File: config.mk
export PLATFORM = sky130hd
export DESIGN_NAME = fsd_pixel
export DESIGN_NICKNAME = d
export VERILOG_FILES = /design/src/sv/fsd_pkg.sv /design/src/sv/fsd_pixel.sv
export SDC_FILE = /design/constraint.sdc
export NUM_CORES = 1
export LEC_CHECK = 0
export ABC_CLOCK_PERIOD_IN_PS = 10000
export BUFFER_PORTS_ARGS = -buffer_cell sky130_fd_sc_hd__buf_2
export CORE_MARGIN = 5
export CORE_UTILIZATION = 52
export DETAILED_ROUTE_END_ITERATION = 6
export PLACE_DENSITY = 0.86
export SLEW_MARGIN = 10
export SYNTH_ARGS = -nofsm -noshare
export SYNTH_HDL_FRONTEND = slang
export SYNTH_SLANG_ARGS = --single-unit
File: constraint.sdc
create_clock -name vclk -period 10
set_input_delay 2.5 -clock vclk [all_inputs]
set_output_delay 2.5 -clock vclk [all_outputs]
set_load 0.02 [all_outputs]
File: src/sv/fsd_pkg.sv
`timescale 1ns / 1ps
// Shared constants, types and helpers for the 16-bit error-diffusion dither.
package fsd_pkg;

	localparam int MAX_WIDTH  = 1024;
	localparam int NUM_CH     = 4;
	localparam int PIX_W      = 8;
	localparam int COL_W      = $clog2(MAX_WIDTH);
	localparam int LW_W       = 11;
	localparam int MW_BITS    = $clog2(MAX_WIDTH + 1);
	localparam int CMP_W      = (MW_BITS > LW_W) ? MW_BITS : LW_W;

	// error line: one entry per column plus two tail entries, split over four banks
	localparam int LINE_DEPTH = MAX_WIDTH + 2;
	localparam int ENT_W      = $clog2(LINE_DEPTH);
	localparam int BANK_SEL_W = 2;
	localparam int NUM_BANKS  = 1 << BANK_SEL_W;
	localparam int BANK_DEPTH = (LINE_DEPTH + NUM_BANKS - 1) / NUM_BANKS;
	localparam int BANK_AW    = (BANK_DEPTH > 1) ? $clog2(BANK_DEPTH) : 1;
	localparam int NUM_WR     = 3;

	// error widths: stored entry, right share, the two pending partial sums
	localparam int ERR_W      = 7;
	localparam int RIGHT_W    = 6;
	localparam int P0_W       = 6;
	localparam int P1_W       = 3;
	localparam int MUL_W      = ERR_W + 3;
	localparam int ENTRY_BITS = NUM_CH * ERR_W;

	localparam int APB_AW     = 4;
	localparam logic [1:0] REG_OUT_FMT       = 2'd0;
	localparam logic [1:0] REG_SWAP_RED_BLUE = 2'd1;
	localparam logic [1:0] REG_LINE_WIDTH    = 2'd2;
	localparam logic [LW_W-1:0] LW_RESET     = LW_W'(1024);

	localparam logic [1:0] CH_RED   = 2'd0;
	localparam logic [1:0] CH_GREEN = 2'd1;
	localparam logic [1:0] CH_BLUE  = 2'd2;
	localparam logic [1:0] CH_ALPHA = 2'd3;

	typedef enum logic [1:0] {
		FMT_RGBA4444,
		FMT_RGBA5551,
		FMT_RGB555,
		FMT_RGB565
	} fmt_t;

	typedef logic [NUM_CH-1:0][PIX_W-1:0]   pix_t;
	typedef logic [NUM_CH-1:0][ERR_W-1:0]   line_entry_t;
	typedef logic [NUM_CH-1:0][RIGHT_W-1:0] right_err_t;
	typedef logic [NUM_CH-1:0][P0_W-1:0]    pend0_t;
	typedef logic [NUM_CH-1:0][P1_W-1:0]    pend1_t;

	typedef struct packed {
		right_err_t  right;
		pend0_t      pend0;
		pend1_t      pend1;
		line_entry_t above;
	} err_in_t;

	typedef struct packed {
		right_err_t  right;
		pend0_t      pend0;
		pend1_t      pend1;
		line_entry_t below;
	} err_upd_t;

	function automatic logic [ERR_W-1:0] drop_mask(fmt_t f, logic [1:0] ch);
		logic [ERR_W-1:0] m;
		m = '0;
		case (f)
			FMT_RGBA4444: m = ERR_W'('h0f);
			FMT_RGBA5551: m = (ch == CH_ALPHA) ? ERR_W'('h7f) : ERR_W'('h07);
			FMT_RGB555:   m = (ch == CH_ALPHA) ? ERR_W'('h00) : ERR_W'('h07);
			FMT_RGB565: begin
				if (ch == CH_ALPHA)
					m = ERR_W'('h00);
				else if (ch == CH_GREEN)
					m = ERR_W'('h03);
				else
					m = ERR_W'('h07);
			end
			default: m = '0;
		endcase
		return m;
	endfunction

	function automatic logic [BANK_SEL_W-1:0] bank_sel(logic [ENT_W-1:0] k);
		return k[BANK_SEL_W-1:0];
	endfunction

	function automatic logic [BANK_AW-1:0] bank_row(logic [ENT_W-1:0] k);
		return BANK_AW'(k >> BANK_SEL_W);
	endfunction

endpackage

File: src/sv/fsd_pixel.sv
`timescale 1ns / 1ps
// Per-pixel datapath: error add, saturation, 16-bit packing and error shares.
module fsd_pixel (
	input  fsd_pkg::fmt_t    fmt,
	input  logic             swap_red_blue,
	input  fsd_pkg::pix_t    pix,
	input  fsd_pkg::err_in_t err_in,
	output logic [15:0]      pixel_word,
	output fsd_pkg::err_upd_t upd
);

	localparam int SUM_W = fsd_pkg::PIX_W + 1;

	logic [SUM_W-1:0]              sum [fsd_pkg::NUM_CH];
	logic [fsd_pkg::PIX_W-1:0]     val [fsd_pkg::NUM_CH];
	logic [fsd_pkg::ERR_W-1:0]     err [fsd_pkg::NUM_CH];
	logic [fsd_pkg::MUL_W-1:0]     e3  [fsd_pkg::NUM_CH];
	logic [fsd_pkg::MUL_W-1:0]     e5  [fsd_pkg::NUM_CH];
	logic [fsd_pkg::MUL_W-1:0]     e7  [fsd_pkg::NUM_CH];
	logic [fsd_pkg::PIX_W-1:0]     r, g, b, a;

	always_comb begin
		for (int ch = 0; ch < fsd_pkg::NUM_CH; ch++) begin
			sum[ch] = SUM_W'(pix[ch]) + SUM_W'(err_in.right[ch]) + SUM_W'(err_in.above[ch]);
			val[ch] = sum[ch][fsd_pkg::PIX_W] ? '1 : sum[ch][fsd_pkg::PIX_W-1:0];
			err[ch] = val[ch][fsd_pkg::ERR_W-1:0] & fsd_pkg::drop_mask(fmt, 2'(ch));
			e3[ch]  = fsd_pkg::MUL_W'(err[ch]) * fsd_pkg::MUL_W'(3);
			e5[ch]  = fsd_pkg::MUL_W'(err[ch]) * fsd_pkg::MUL_W'(5);
			e7[ch]  = fsd_pkg::MUL_W'(err[ch]) * fsd_pkg::MUL_W'(7);
			upd.right[ch] = fsd_pkg::RIGHT_W'(e7[ch] >> 4);
			upd.pend0[ch] = fsd_pkg::P0_W'(fsd_pkg::MUL_W'(err_in.pend1[ch]) + (e5[ch] >> 4));
			upd.pend1[ch] = fsd_pkg::P1_W'(err[ch] >> 4);
			upd.below[ch] = fsd_pkg::ERR_W'(fsd_pkg::MUL_W'(err_in.pend0[ch]) + (e3[ch] >> 4));
		end
	end

	assign r = val[fsd_pkg::CH_RED];
	assign g = val[fsd_pkg::CH_GREEN];
	assign b = val[fsd_pkg::CH_BLUE];
	assign a = val[fsd_pkg::CH_ALPHA];

	always_comb begin
		case (fmt)
			fsd_pkg::FMT_RGBA4444: begin
				if (swap_red_blue)
					pixel_word = {r[7:4], g[7:4], b[7:4], a[7:4]};
				else
					pixel_word = {b[7:4], g[7:4], r[7:4], a[7:4]};
			end
			fsd_pkg::FMT_RGBA5551: pixel_word = {b[7:3], g[7:3], r[7:3], a[7]};
			fsd_pkg::FMT_RGB555:   pixel_word = {1'b0, b[7:3], g[7:3], r[7:3]};
			fsd_pkg::FMT_RGB565: begin
				if (swap_red_blue)
					pixel_word = {b[7:3], g[7:2], r[7:3]};
				else
					pixel_word = {r[7:3], g[7:2], b[7:3]};
			end
			default: pixel_word = '0;
		endcase
	end

endmodule

# == After elaboration in Yosys (flattened, before gate mapping) ==
# Cells that the tools add are included.
# word_totals
reg_bits,0
input_bits,123
out_inout_bits,104
# op_classes
n_addsub,16
mul,12
eq_ne,3
muxes,10
bitwise_logic,4
reduce_logical,4
# ops
op,n
7-bit by 3-bit multiplier with 10-bit output (second input constant),8
16-bit one-hot mux with 4 select lines,1
7-bit one-hot mux with 3 select lines,2
8-bit by 6-bit adder with 9-bit output,4
9-bit by 7-bit adder with 9-bit output,4
7-bit by 2-bit multiplier with 9-bit output (second input constant),4
16-bit 2-to-1 mux,2
8-bit 2-to-1 mux,4
6-bit by 5-bit adder with 7-bit output,4
7-bit bitwise AND,4
3-bit by 6-bit adder with 6-bit output,4
7-bit one-hot mux with 2 select lines,1
2-bit == test (second input constant),2
2-bit OR reduction,2
3-bit OR reduction,1
2-bit by 1-bit == test with 1-bit output (second input constant),1
2-bit zero test,1

# == Depth between registers and ports, before layout ==
# logic_depth
depth_word,6
depth_mapped,21
depth_no_buf,21

# == Worst setup path after synthesis ==
# No wires, ideal clock.
# synth_path
path_type,input -> output
start,input pix[26] in the netlist's numbering
end,output upd[62] in the netlist's numbering
arrival_time_ns,7.136
path_slack_ns,0.364
stages,20
path_buffers,1
cell_sequence,inv_1 fa_1 inv_1 ha_1 a211oi_2 nor4_4 or2_2 buf_2 o21ai_0 inv_1 ha_1 ha_1 a21oi_1 o31ai_4 xor2_1 ha_1 a21oi_1 nor3_1 xnor2_1 xnor2_1
# synth_lines
element,line_no,text
start: declaration,fsd_pixel.sv:6,"input fsd_pkg::pix_t pix,"
end: declaration,fsd_pixel.sv:9,output fsd_pkg::err_upd_t upd

==> impl_results.rst <==
.. list-table::
   :header-rows: 1

   * - Metric
     - Value
   * - Leading cell types by total area after synthesis
     - ha_1 (24%), fa_1 (18%), inv_1 (6.8%)
   * - Post-route core utilization
     - 0.640
   * - Mapped cell area
     - 5500 um2
   * - Maximum vdd ir drop
     - 0.160 mV
   * - Start-to-end type of the worst setup path
     - primary input to primary output
   * - Transition time at the pin with the least slew margin
     - 670 ps
   * - Most area-hungry cell type in the Yosys netlist
     - ha_1
   * - Fill cell total of the finished layout
     - 935
   * - Number of max-slew violations in the final report
     - 0
   * - Complex-gate fraction of the synthesized area
     - 0.210
   * - Xor and xnor fraction of the mapped netlist area
     - 0.0908
   * - Proportion of layout cells with a drive suffix above 1
     - 0.253
   * - Synth top area share
     - 0.244
   * - Commonest non-fill, non-tap cells in the layout
     - buf_2 (203), ha_1 (107), inv_1 (99)
   * - Input/output buffers
     - 203
   * - Part of the Yosys area used for sequential elements
     - 0
   * - Antenna violations before repair
     - 0
   * - Final design instance area without fill
     - 6610 um2
   * - Seq Cell Count
     - 0
   * - Final HPWL from detailed placement
     - 12600 um
   * - Kind of start point of the critical path
     - primary input
   * - Hold Vio Cnt, Final
     - 0
   * - Total power per unit cell area
     - 179 nW/um2
   * - Final setup TNS
     - 0 ps
   * - Main combinational cell family by area after synthesis
     - adder cells
   * - Remaining global-route overflow
     - 0
   * - Post-synthesis share of cell area spent on full adders, half adders and majority gates
     - 0.426
   * - Number of design rule violations left after detail routing
     - 0
   * - Total die area
     - 12700 um2
   * - Clk_buf instances
     - 0
   * - Path type of the worst min-delay path
     - primary input to primary output
   * - Pin count of the biggest net entering global routing
     - 31
   * - Largest fanout of any net on the critical path
     - 12
   * - Fmax
     - 104 MHz
   * - Routability cong.
     - 0.886
   * - Portion of netlist area occupied by mux cells
     - 0.0132
   * - Routed len/inst
     - 13.6 um
   * - Remaining number of nets flagged by the antenna check after routing
     - 0
   * - Via count of the first global-routing pass
     - 5242
   * - Part of the cycle the worst path needs
     - 0.966
   * - Normalized max-slew margin
     - 0.551
   * - Worst setup timing slack at the placement stage
     - 286 ps
   * - Area of the core
     - 10300 um2
   * - I/O pin count
     - 227
   * - Register area
     - 0 um2
   * - Synthesis warning total
     - 0
   * - Setup-violating endpoint count in the final report
     - 0
   * - Number of iterations in the first detailed-routing pass
     - 4
   * - Required time of the worst setup path
     - 7500 ps
   * - Total instance count after detailed placement
     - 1025
   * - Max Cap Violations
     - 0
   * - Post-layout min period
     - 9660 ps
   * - Hold bufs inserted after CTS
     - 0
   * - Gate Count Post-Synth
     - 689
   * - First-pass GRT wire length
     - 23000 um
   * - Synthesized area per cell
     - 7.98 um2
   * - Area share of and/or/nand/nor cells after synthesis
     - 0.152
   * - Chip Height
     - 113 um
   * - Data arrival at the endpoint of the critical path
     - 7160 ps
   * - Standard-cell rows
     - 37
   * - Number of nets in the layout
     - 1171
   * - Final antenna diode count
     - 0
   * - Post-DR vias/cell
     - 5.19
   * - Post-Route WL
     - 13900 um
   * - Detailed router's first-iteration violation count
     - 216
   * - Instance area at placement
     - 6600 um2
   * - Effective utilization at floorplan
     - 0.532
   * - Library cells used by synthesis
     - 65
   * - Width of the die
     - 113 um
   * - Growth of design area from synthesis to finish
     - 20.3%
   * - Most common cell after layout, fill and taps aside
     - buf_2
   * - Result of the run
     - finished, final reports clean
   * - Overall routing resource usage
     - 0.205
   * - Element type at the critical path end
     - primary output
   * - Final setup slack of the worst path
     - 341 ps
   * - Standby leakage power
     - 3.78 nW
   * - Fin cells
     - 1025
   * - Vias after detailed routing
     - 5324
==> final cells by class <==
class / instances / area (um2) / share of cell area
Inverter: 101 / 379 / 0.0574
Multi-Input combinational cell: 579 / 5000 / 0.756
Tap cell: 136 / 170 / 0.0257
Timing Repair Buffer: 209 / 1060 / 0.161
==> stage by stage <==
step / hold slack, ps / power (mW)
finish: 5300 / 1.18
global route: 5310 / 1.32
CTS: 5300 / 1.19
detailed placement: 5300 / 1.19
global placement: 5300 / 1.15
floorplan: 5130 / 0.876
==> metal layers <==
metal / wire (um) / up-vias / global-route usage
met5: 0 / - / 0
met4: 155 / 0 / 0.0168
met3: 987 / 10 / 0.0305
met2: 6950 / 161 / 0.383
met1: 5840 / 2435 / 0.259
li1: - / 2718 / -
==> cells in the mapped netlist (3+ instances only) <==
cell,count
nor4_1,6
nor2b_1,16
nand2_1,36
ha_1,107
a211oi_1,8
xor2_1,26
a31oi_1,7
xnor2_1,31
nor3_1,11
nand3_1,6
nand2b_1,13
o22ai_1,3
o21a_1,7
o211ai_1,3
mux2i_1,5
a21o_1,28
a21oi_1,42
fa_1,50
o31ai_1,4
o21ai_1,3
o21ai_0,27
o32ai_1,3
inv_1,99
nor2_1,42
a21boi_0,3
and2_1,5
buf_4,24
or2_2,5
and3_1,9
clkbuf_1,6
and4_1,3
o21bai_1,10
==> worst paths after layout <==
kind / start / endpoint / slack, ps / cells past startpoint
max: pix[26] / upd[26] / 340 / 21
min: err_in[51] / upd[12] / 5300 / 3
==> logic make-up after synthesis <==
group | Yosys count
fa+ha+maj | 157
xor+xnor | 57
compound gates | 171
mux | 7
buf+inv | 133
other cells | 1
simple gates | 163
==> worst max-delay path: stages <==
cell and delay, ps:
buf_2 80, inv_1 50, fa_1 580, inv_1 60, ha_1 330, a211oi_4 360
nor4_4 110, or2_2 310, buf_4 180, o21ai_1 390, inv_1 150, ha_1 350
a21o_1 180, a31oi_1 230, xnor2_1 170, ha_1 290, a21oi_1 240, o21bai_1 110
a21oi_1 180, xnor2_1 130, buf_2 170
==> timing repair <==
item	4_1_cts	5_1_grt
endpoints found under the setup margin	0	2
buffers inserted	0	0
gates resized for setup	0	2
==> report_power, final <==
part	internal [mW]	switching (mW)	total (mW)
clock network	0	0	0
logic	0.456	0.725	1.18
registers	0	0	0
total	0.456	0.725	1.18
(Power assumes the default switching activity.)
