<file path="src/sv/fsd_ram.sv">
`timescale 1ns / 1ps
// Generic single-write, single-read RAM with registered read data.
module fsd_ram #(
	parameter int WIDTH = 8,
	parameter int DEPTH = 16
) (
	input  logic                                       clk,
	input  logic                                       we,
	input  logic [((DEPTH > 1) ? $clog2(DEPTH) : 1)-1:0] waddr,
	input  logic [WIDTH-1:0]                           wdata,
	input  logic                                       re,
	input  logic [((DEPTH > 1) ? $clog2(DEPTH) : 1)-1:0] raddr,
	output logic [WIDTH-1:0]                           rdata
);

	logic [WIDTH-1:0] mem [DEPTH];

	always_ff @(posedge clk) begin
		if (we)
			mem[waddr] <= wdata;
		if (re)
			rdata <= mem[raddr];
	end

endmodule

</file>
<file path="config.mk">
export PLATFORM = sky130hd
export DESIGN_NAME = fsd_ram
export DESIGN_NICKNAME = d
export VERILOG_FILES = /design/src/sv/fsd_ram.sv
export SDC_FILE = /design/constraint.sdc
export NUM_CORES = 1
export LEC_CHECK = 0
export BUFFER_PORTS_ARGS = -buffer_cell sky130_fd_sc_hd__buf_2
export CAP_MARGIN = 20
export CELL_PAD_IN_SITES_DETAIL_PLACEMENT = 1
export CELL_PAD_IN_SITES_GLOBAL_PLACEMENT = 1
export CORE_MARGIN = 5
export CORE_UTILIZATION = 53
export DETAILED_ROUTE_END_ITERATION = 7
export PLACE_DENSITY = 0.89
export SYNTH_ARGS = -nofsm -noshare
export SYNTH_HDL_FRONTEND = slang
export SYNTH_SLANG_ARGS = --single-unit
</file>
<file path="constraint.sdc">
create_clock -name clk -period 2.1 [get_ports clk]
set_input_delay 0.42 -clock clk [delete_from_list [all_inputs] [get_ports clk]]
set_output_delay 0.42 -clock clk [all_outputs]
set_load 0.05 [all_outputs]
</file>
After elaboration in Yosys (flattened, before gate mapping)
Memories as Yosys holds them, arrays and structs flattened. A register that Yosys moved wholly into a read port is not among the register bits.
Cells that the tools add are included.

word-level totals
  register bits = 0
  bits in latches = 0
  memory bits (writable) = 128
  ROM bits = 0
  input port bits = 19
  output and inout bits = 8
  logic and storage cells = 3
  memories = 1

cells by class
  add/sub/neg operators = 0
  $mul = 0
  div/mod/pow operators = 0
  magnitude comparators = 0
  equality and inequality tests = 0
  shifts and indexed selects = 0
  muxes and demuxes = 2
  bitwise operators = 0
  reductions and logical operators = 0

memory list
  memory  words  bits a word  read ports  clocked after Yosys merged registers in  write ports  line  RTL
  mem     16     8            1           1                                        1            16    logic [WIDTH-1:0] mem [DEPTH];

operators by type and width
  kind               number
  1-bit two-way mux  2

Logic depth before layout (Yosys ltp)
Gate-level depths: netlist (run 1).

  depth in word-level cells = 2
  gate-level depth with buffers = 5

Least setup slack after synthesis (run 1)
OpenSTA, ideal clock, no wires.

  path kind = input to register
  start point = input waddr[2] (netlist bit)
  end point = memory mem[0][0] (enable)
  setup time = 0.383 ns
  arrival = 1.530 ns
  data required time = 1.717 ns
  slack = 0.187 ns
  stages on the path = 2
  cell sequence = or3b_2 > nor3_1

RTL lines
  element             line  RTL
  start: declaration  9     input logic [((DEPTH > 1) ? $clog2(DEPTH) : 1)-1:0] waddr,
  end: declaration    16

No word-level cell before the write port.

==> results of run 1 <==
metal layers:
| metal | part of all wire (%) | track usage, % | vias up |
|---|---|---|---|
| li1 | - | - | 1099 |
| met5 | 0 | 0 | - |
| met4 | 2.8 | 10.2 | 0 |
| met1 | 40 | 29.5 | 1326 |
| met3 | 6.2 | 5.87 | 23 |
| met2 | 51 | 34.9 | 107 |
kinds of logic (layout without fill, tap and decap cells):
family	count (synthesis)	in the layout	share of synthesized area, %
AOI/OAI and AO/OA	16	16	2.30
buffers and inverters	10	80	1.65
DFF	136	136	78.1
muxes	32	32	14.8
and+or+nand+nor	35	35	3.14
state kept, by name, indices dropped and copies added, names as in the netlist:
register and flops:
rdata 8, mem 128
through the flow:
step | power (uW) | setup WS [ps] | utilization, % | cell area (sq um) | hold WS (ps)
3_5_place_dp | 3480 | 45.0 | 58.2 | 5640 | 756
4_1_cts | 6330 | 441 | 64.2 | 6210 | 266
2_1_floorplan | 3330 | 187 | - | 5230 | 519
6_report | 6280 | 485 | 64.2 | 6210 | 289
3_3_place_gp | 3450 | 147 | 58.2 | 5640 | 725
5_1_grt | 6510 | 419 | 64.2 | 6210 | 276
worst max path at each step:
stage | depth (start not counted) | slack, ps | end
2_1_floorplan | 2 | 190 | mem[0][0]$_DFFE_PP_
3_3_place_gp | 5 | 150 | rdata[6]$_DFFE_PP_
3_5_place_dp | 5 | 50 | rdata[0]$_DFFE_PP_
4_1_cts | 3 | 440 | rdata[0]$_DFFE_PP_
5_1_grt | 3 | 420 | rdata[0]$_DFFE_PP_
6_report | 3 | 480 | rdata[0]$_DFFE_PP_
report_power, final:
part / switching (uW) / internal, uW / leakage, uW / total [uW]
sequential: 21.1 / 3060 / 0.00124 / 3080
clock: 1080 / 1780 / 0.000273 / 2860
combinational: 212 / 126 / 0.000603 / 338
cell type report:
| type | instances | share of cell area, % |
|---|---|---|
| flip-flops and latches | 136 | 65.7 |
| multi-input cells | 83 | 17.0 |
| clock buffers | 17 | 6.66 |
| repair buffers | 48 | 5.36 |
| well taps | 133 | 2.68 |
| clock inverters | 15 | 2.58 |
worst register-to-register path, delay by kind of cell (launching register included):
kind | cells | cell delay, ps
AND/OR/NAND/NOR | 1 | 130
flip-flops | 1 | 370
AO/OA/AOI/OAI | 1 | 300
multiplexers | 1 | 550
cells in the final DEF (no fill, tap or decap), types with 4 or more instances in the layout:
cell type and count:
buf_2 26, mux4_2 18, nor2_1 13, buf_4 19
nor3_1 4, edfxtp_1 136, clkinv_1 4, a22oi_1 16
clkbuf_16 16, mux4_1 14, nand2_1 9
==> reports/metrics.yaml, run 1 <==
status: "finished, final reports clean"
path_clk_slew_ps: 60
clock_latency_ps: 520
hold_path.startpoint: "wdata[5]"
report.final.slew_viol_count: 0
rsz0062_at_grt: "false"
gp_congestion: 0.729
yosysUniqueCellTypes: 18
grtUsageTotal_pct: 22.2
route.vias.total: 2555
crit_family: "multiplexers"
ctsHoldBuffers: 0
fp.dieH_um: 109
hpwl_um: 7410
synth_edf_count: 136
min_to: "mem[12][5]$_DFFE_PP_"
irDropWorstVdd_uv: 456
via_per_inst: 5.91
synth.most_common_cell: "edfxtp_1"
die_area_sq_mm: 0.0119
cp-start-kind: "register"
syn-cell-area_sq_mm: 0.00523
crit_required_ps: 2350
cts_setup_buffers: 0
pwr_density_cell_mw_per_mm2: 1010
drtIter0Drc: 247
finalSetupViolCount: 0
synth_largest_area_cell: "edfxtp_1"
r2r_slack_ps: 480
slew-limit-headroom_pct: 68.0
num_rows: 36
synth_nets: 248
cp.arrival_ps: 1870
cts_resized: 0
min_period_ps: 1620
antenna_cells: 0
crit_path_cell_trace: "mux4_1, a22oi_1, nand2_1"
end_kind: "register"
drc_errors: 0
antenna_found_initial: 0
start_util_pct: 54.0
r2r_start: "mem[2][0]$_DFFE_PP_"
grt_overflow: 0
coreArea_sq_mm: 0.00968
max_freq_ghz: 0.619
ff_latch_area_sq_mm: 0.00408
numCtsBuffers: 17
hold_viol: 0
path_class: "reg2reg"
dp.cells: 400
synth_top_area_share_pct: 78.1
max_cap_violations: 0
drt_wl_total_um: 11800
cts_tree: "done"
min_path_type: "in2reg"
ys_ff_latch: 136
yosys-top-cells-count: "edfxtp_1 (136), mux4_2 (18), a22oi_1 (16)"
seq_area_frac_synth_pct: 78.1
postRouteAntennaNets: 0
filler_cell_count: 792
max_slew.worst_pin.slew_ps: 480
path_buf_inv: 0
finClkSkew_ps: 7.25
leakage_uw: 0.00211
grt_pass1_wl_um: 17600
io_pins: 27
cts_buffer_depth: 2
area_growth_pct: 18.9
yosys_warnings: 0
grt_max_degree: 33
synth_flop_cell: "edfxtp_1"
stdcell_count: 432
max_stage_delay_ps: 550
syn_area_per_cell_sq_um: 22.8
ff2ff_path_depth: 3
die_w_um: 109
multi_input_area_sq_mm: 0.00106
cts_sinks: 136
synth_cells: 229
crit_path_top_delay_cell: "mux4_1"
rr_endpoint: "rdata[0]$_DFFE_PP_"
grt_pass1_vias: 2768
crit_fanout: 1
crit_start: "mem[2][0]$_DFFE_PP_"
synth_area_leaders: "edfxtp_1 (78%), mux4_2 (7.8%), mux4_1 (7.0%)"
setup_tns_ps: 0
whs_path_depth: 1
drt_pass1_iterations: 4
port_buffers: 26
cts_root_buffer: "clkbuf_8"
async_flop_share_pct: 0
drive_above_1_share_pct: 31.8
min_period_over_period_pct: 76.9
htree_num_levels: 4
nets: 305
avgRoutedWirePerCell_um: 27.4
(Power assumes the default switching activity.)
==> run 2: changes to the inputs <==
==> constraint.sdc (replaced) <==
create_clock -name clk -period 1.51 [get_ports clk]
set_input_delay 0.302 -clock clk [delete_from_list [all_inputs] [get_ports clk]]
set_output_delay 0.302 -clock clk [all_outputs]
set_load 0.05 [all_outputs]
==> run 2 against run 1 <==
  * Via count down 2.7%
  * Flip-flop and latch count unchanged
  * Sequential power increased by 39%
  * First-iteration DRC count fell by 17%
  * Die area stayed put
  * Cell count is 0.23% higher
  * Non-clock buffer count rose by 1
  * Setup slack worse by 480 ps
  * Final area shrank 0.38%
  * Clock power is 33% higher
  * Critical endpoint is now rdata[2]$_DFFE_PP_
  * Largest power group unchanged
==> reports/metrics.yaml, run 2 (synthesis gave the netlist of run 1 again) <==
clock_latency_ps: 530  # was 520 ps
pwr_density_cell_mw_per_mm2: 1390  # was 1010 mW/mm^2
avgRoutedWirePerCell_um: 25.2  # was 27.4 um
numCtsBuffers: 17  # unchanged
grtUsageTotal_pct: 20.5  # was 22.2%
layout_commonest_cell: "edfxtp_1"  # unchanged
irDropWorstVdd_uv: 783  # was 456 uV
status: "finished, final reports clean"  # unchanged
drive_above_1_share_pct: 39.7  # was 31.8%
postRouteAntennaNets: 0  # unchanged
route.vias.total: 2486  # was 2555
ctsHoldBuffers: 0  # unchanged
clkPwrFrac_pct: 44.4  # was 45.6%
start_util_pct: 54.0  # unchanged
min_period_ps: 1510  # was 1620 ps
grt_pass1_wl_um: 16600  # was 17600 um
coreArea_sq_mm: 0.00968  # unchanged
seq_power_share_pct: 49.9  # was 49.0%
max_slew.worst_pin.slew_ps: 864  # was 480 ps
cts_buffer_depth: 2  # unchanged
area_growth_pct: 18.4  # was 18.9%
final_cell_mix: "edfxtp_1 (136), mux4_2 (31), buf_2 (26)"  # was edfxtp_1 (136), buf_2 (26), buf_4 (19)
cp.arrival_ps: 1770  # was 1870 ps
power.net_switching_uw: 1930  # was 1310 uW
report.final.slew_viol_count: 0  # unchanged
path_class: "reg2reg"  # unchanged
drt_pass1_iterations: 5  # was 4
cts_setup_buffers: 0  # unchanged
path_clk_slew_ps: 60  # about the same
crit_fanout: 1  # unchanged
min_path_type: "in2reg"  # unchanged
die_area_sq_mm: 0.0119  # unchanged
num_rows: 36  # unchanged
io_pins: 27  # unchanged
drt_wl_total_um: 10900  # was 11800 um
top_register: "mem"  # unchanged
largest_reg_flops: 128  # unchanged
crit_required_ps: 1780  # was 2350 ps
antenna_found_initial: 0  # unchanged
slew-limit-headroom_pct: 42.2  # was 68.0%
antenna_cells: 0  # unchanged
hpwl_um: 7100  # was 7410 um
gp_congestion: 0.746  # was 0.729
p_total_uw: 8580  # was 6280 uW
largest_registers: "mem x128, rdata x8"  # unchanged
cts_tree: "done"  # unchanged
min_period_over_period_pct: 99.7  # was 76.9%
htree_num_levels: 4  # unchanged
port_buffers: 26  # unchanged
grt_overflow: 0  # unchanged
p_comb_share_pct: 5.7  # was 5.4%
drtIter0Drc: 204  # was 247
max_freq_ghz: 0.664  # was 0.619 GHz
hold_viol: 0  # unchanged
cp-start-kind: "register"  # unchanged
hold-worst-slack_ps: 136  # was 289 ps
p_int_uw: 6650  # was 4970 uW
cts_root_buffer: "clkbuf_8"  # unchanged
leakage_uw: 0.00205  # was 0.00211 uW
cts_sinks: 136  # unchanged
end_kind: "register"  # unchanged
grt_pass1_vias: 2739  # was 2768
setup_tns_ps: 0  # unchanged
switching_share_pct: 22.5  # was 20.9%
drc_errors: 0  # unchanged
via_per_inst: 5.74  # was 5.91
fp.dieH_um: 109  # unchanged
finalSetupViolCount: 0  # unchanged
max_cap_violations: 0  # unchanged
nets: 306  # was 305
grt_max_degree: 23  # was 33
die_w_um: 109  # unchanged
finClkSkew_ps: 8.64  # was 7.25 ps
-- run 2: final cells by class --
class	count	area, sq um
Clock inverter	15	143
Fill cell	812	3490
Tap cell	133	166
Timing Repair Buffer	49	340
Multi-Input combinational cell	83	1040
Clock buffer	17	414
Sequential cell	136	4080
-- run 2: path summary, 6_finish.rpt --
| kind | from | to | slack [ps] | cells after the start |
|---|---|---|---|---|
| hold / removal | re | rdata[7]$_DFFE_PP_ | 140 | 1 |
| hold reg to reg | mem[12][0]$_DFFE_PP_ | rdata[0]$_DFFE_PP_ | 770 | 3 |
| setup reg to reg | mem[0][2]$_DFFE_PP_ | rdata[2]$_DFFE_PP_ | 5 | 3 |
| setup / recovery | mem[0][2]$_DFFE_PP_ | rdata[2]$_DFFE_PP_ | 5 | 3 |
-- run 2: stage by stage --
step | instances | cell area, sq um | setup WS, ps | utilization, %
finish | 433 | 6190 | 4.81 | 63.9
global route | 433 | 6190 | -35.4 | 63.9
CTS | 433 | 6170 | 4.48 | 63.7
detailed placement | 401 | 5600 | -335 | 57.9
global placement | 401 | 5600 | -295 | 57.9
floorplan | 229 | 5220 | -58.1 | -
-- run 2: power by group through the flow --
stage | logic, uW | registers, uW | clock network, uW
after floorplan | 234 | 4410 | 0
after global placement | 454 | 4350 | 0
after detailed placement | 476 | 4360 | 0
after CTS | 483 | 4280 | 3860
after global routing | 521 | 4280 | 4100
final | 485 | 4280 | 3810
-- run 2: routing by layer --
metal  GRT usage (%)  wire (um)  vias up
met4            7.93        193        0
met5               0          0        -
met3            4.82        629       13
met1            27.1       4310     1302
met2            33.3       5780       81
li1                -          -     1090
-- run 2: worst max-delay path, stage by stage (launching register included) --
cell	delay [ps]
edfxtp_1	370
mux4_2	490
a22oi_1	270
nand2_1	110
-- run 2: timing repair --
action / 4_1_cts / 5_1_grt
resized for setup: 1 / 5
endpoints found under the setup margin: 1 / 5
hold endpoints to repair: 0 / 0
==> run 3: changes to the inputs <==
--- a/config.mk
+++ b/config.mk
@@ -13,6 +13,7 @@
 export CORE_UTILIZATION = 53
 export DETAILED_ROUTE_END_ITERATION = 7
 export PLACE_DENSITY = 0.89
+export SETUP_SLACK_MARGIN = 0.02
 export SYNTH_ARGS = -nofsm -noshare
 export SYNTH_HDL_FRONTEND = slang
 export SYNTH_SLANG_ARGS = --single-unit
==> run 3 against run 2 <==
  * Critical endpoint is now rdata[5]$_DFFE_PP_
  * Combinational power up 2%
  * Via count increased by 3.3%
  * Worst hold slack gained 33 ps
  * Utilization increased by 0.40 points
  * Highest routed layer unchanged
  * Sequential share of layout area decreased by 0.41 points
==> reports/metrics.yaml, run 3 (synthesis gave the netlist of run 1 again) <==
htree_num_levels: 4  # unchanged
rsz0062_at_grt: "true"
postRouteAntennaNets: 0  # unchanged
max_slew.worst_pin.slew_ps: 911  # was 864 ps
drt_wl_total_um: 11600  # was 10900 um
final_cell_mix: "edfxtp_1 (136), mux4_2 (31), buf_2 (23)"  # was edfxtp_1 (136), mux4_2 (31), buf_2 (26)
power.net_switching_uw: 1910  # was 1930 uW
cts_tree: "done"  # unchanged
min_path_type: "in2reg"  # unchanged
grt_overflow: 0  # unchanged
routed.top_layer: "met4"  # unchanged
r2r_start: "mem[8][5]$_DFFE_PP_"  # was mem[0][2]$_DFFE_PP_
hold-worst-slack_ps: 169  # was 136 ps
p_comb_share_pct: 5.7  # about the same
layout_commonest_cell: "edfxtp_1"  # unchanged
end_kind: "register"  # unchanged
irDropWorstVdd_uv: 668  # was 783 uV
seq_power_share_pct: 49.2  # was 49.9%
path_class: "reg2reg"  # unchanged
pwr_density_cell_mw_per_mm2: 1400  # was 1390 mW/mm^2
cp-start-kind: "register"  # unchanged
port_buffers: 26  # unchanged
largest_registers: "mem x128, rdata x8"  # unchanged
whs_path_depth: 1  # unchanged
min_period_ps: 1470  # was 1510 ps
grt_pass1_vias: 2828  # was 2739
rr_endpoint: "rdata[5]$_DFFE_PP_"  # was rdata[2]$_DFFE_PP_
io_pins: 27  # unchanged
ctsHoldBuffers: 0  # unchanged
p_int_uw: 6800  # was 6650 uW
leakage_uw: 0.00208  # was 0.00205 uW
wl_met3_um: 678  # was 629 um
hold_path.startpoint: "re"  # unchanged
hold_viol: 0  # unchanged
r2r_slack_ps: 40  # was 5 ps
met2_length_um: 6210  # was 5780 um
drc_errors: 0  # unchanged
status: "finished, final reports clean"  # unchanged
ff2ff_path_depth: 3  # unchanged
grt_max_degree: 18  # was 23
max_freq_ghz: 0.679  # was 0.664 GHz
cts_sinks: 136  # unchanged
finalSetupViolCount: 0  # unchanged
cts_buffer_depth: 2  # unchanged
num_rows: 36  # unchanged
min_to: "rdata[6]$_DFFE_PP_"  # was rdata[7]$_DFFE_PP_
drt_pass1_iterations: 4  # was 5
largest_reg_flops: 128  # unchanged
min_period_over_period_pct: 97.5  # was 99.7%
nets: 307  # was 306
timing.final.ws_setup_ps: 37.6  # was 4.81 ps
coreArea_sq_mm: 0.00968  # unchanged
report.final.slew_viol_count: 0  # unchanged
switching_share_pct: 21.9  # was 22.5%
cp.arrival_ps: 1730  # was 1770 ps
top_register: "mem"  # unchanged
grtUsageTotal_pct: 22.0  # was 20.5%
avgRoutedWirePerCell_um: 26.8  # was 25.2 um
antenna_found_initial: 0  # unchanged
slew-limit-headroom_pct: 39.1  # was 42.2%
path_clk_slew_ps: 60  # about the same
numCtsBuffers: 17  # unchanged
gp_congestion: 0.736  # was 0.746
start_util_pct: 54.0  # unchanged
hpwl_um: 7230  # was 7100 um
finClkSkew_ps: 8.27  # was 8.64 ps
drive_above_1_share_pct: 40.0  # was 39.7%
via_per_inst: 5.93  # was 5.74
fp.dieH_um: 109  # unchanged
crit_required_ps: 1770  # was 1780 ps
area_growth_pct: 19.2  # was 18.4%
crit_fanout: 1  # unchanged
die_area_sq_mm: 0.0119  # unchanged
clock_latency_ps: 520  # was 530 ps
cts_root_buffer: "clkbuf_8"  # unchanged
post-place-ws_ps: -357  # was -335 ps
clkPwrFrac_pct: 45.1  # was 44.4%
wl_met1_um: 4510  # was 4310 um
cts_setup_buffers: 0  # unchanged
utilization_pct: 64.3  # was 63.9%
grt_pass1_wl_um: 17900  # was 16600 um
die_w_um: 109  # unchanged
route.vias.total: 2568  # was 2486
drtIter0Drc: 200  # was 204
max_cap_violations: 0  # unchanged
antenna_cells: 0  # unchanged
[run 3: layer usage]
metal	vias up	track usage [%]
li1	1085	-
met1	1369	29.1
met2	99	36.0
met3	15	5.23
met4	0	8.01
met5	-	0
[run 3: cell type report]
type                       count  area (sq um)
sequential                   136          4080
fill                         815          3450
multi-input combinational     83          1040
clock buffer                  17           414
timing repair buffer          50           372
tap                          133           166
clock inverter                14           150
[run 3: worst max-delay path by stage]
stage | cells past startpoint | start | endpoint
after floorplan | 2 | waddr[2] | mem[3][0]$_DFFE_PP_
after global placement | 5 | raddr[0] | rdata[6]$_DFFE_PP_
after detailed placement | 5 | raddr[0] | rdata[3]$_DFFE_PP_
after CTS | 3 | mem[1][0]$_DFFE_PP_ | rdata[0]$_DFFE_PP_
after global routing | 3 | mem[7][0]$_DFFE_PP_ | rdata[0]$_DFFE_PP_
final | 3 | mem[8][5]$_DFFE_PP_ | rdata[5]$_DFFE_PP_
[run 3: power by group through the flow]
stage / Combinational (uW) / Clock, uW / Sequential, uW
2_1_floorplan: 234 / 0 / 4410
3_3_place_gp: 459 / 0 / 4350
3_5_place_dp: 482 / 0 / 4360
4_1_cts: 497 / 3980 / 4290
5_1_grt: 530 / 4230 / 4290
6_report: 495 / 3920 / 4290
[run 3: what timing repair did]
item,CTS,global route
pin swaps,0,2
resized for setup,3,7
endpoints found under the setup margin,3,6
endpoints found under the hold margin,0,0
[run 3: critical path, cell delays in order, from the launching register on]
cell,delay [ps]
edfxtp_1,420
mux4_2,490
a22oi_1,210
nand2_1,100
[run 3: metrics by stage]
stage / instances / total power (uW) / instance area [sq um] / TNS [ps]
2_1_floorplan: 229 / 4650 / 5230 / -1730
3_3_place_gp: 402 / 4810 / 5630 / -3310
3_5_place_dp: 402 / 4840 / 5630 / -4540
4_1_cts: 433 / 8760 / 6210 / 0
5_1_grt: 433 / 9050 / 6230 / 0
6_report: 433 / 8700 / 6230 / 0
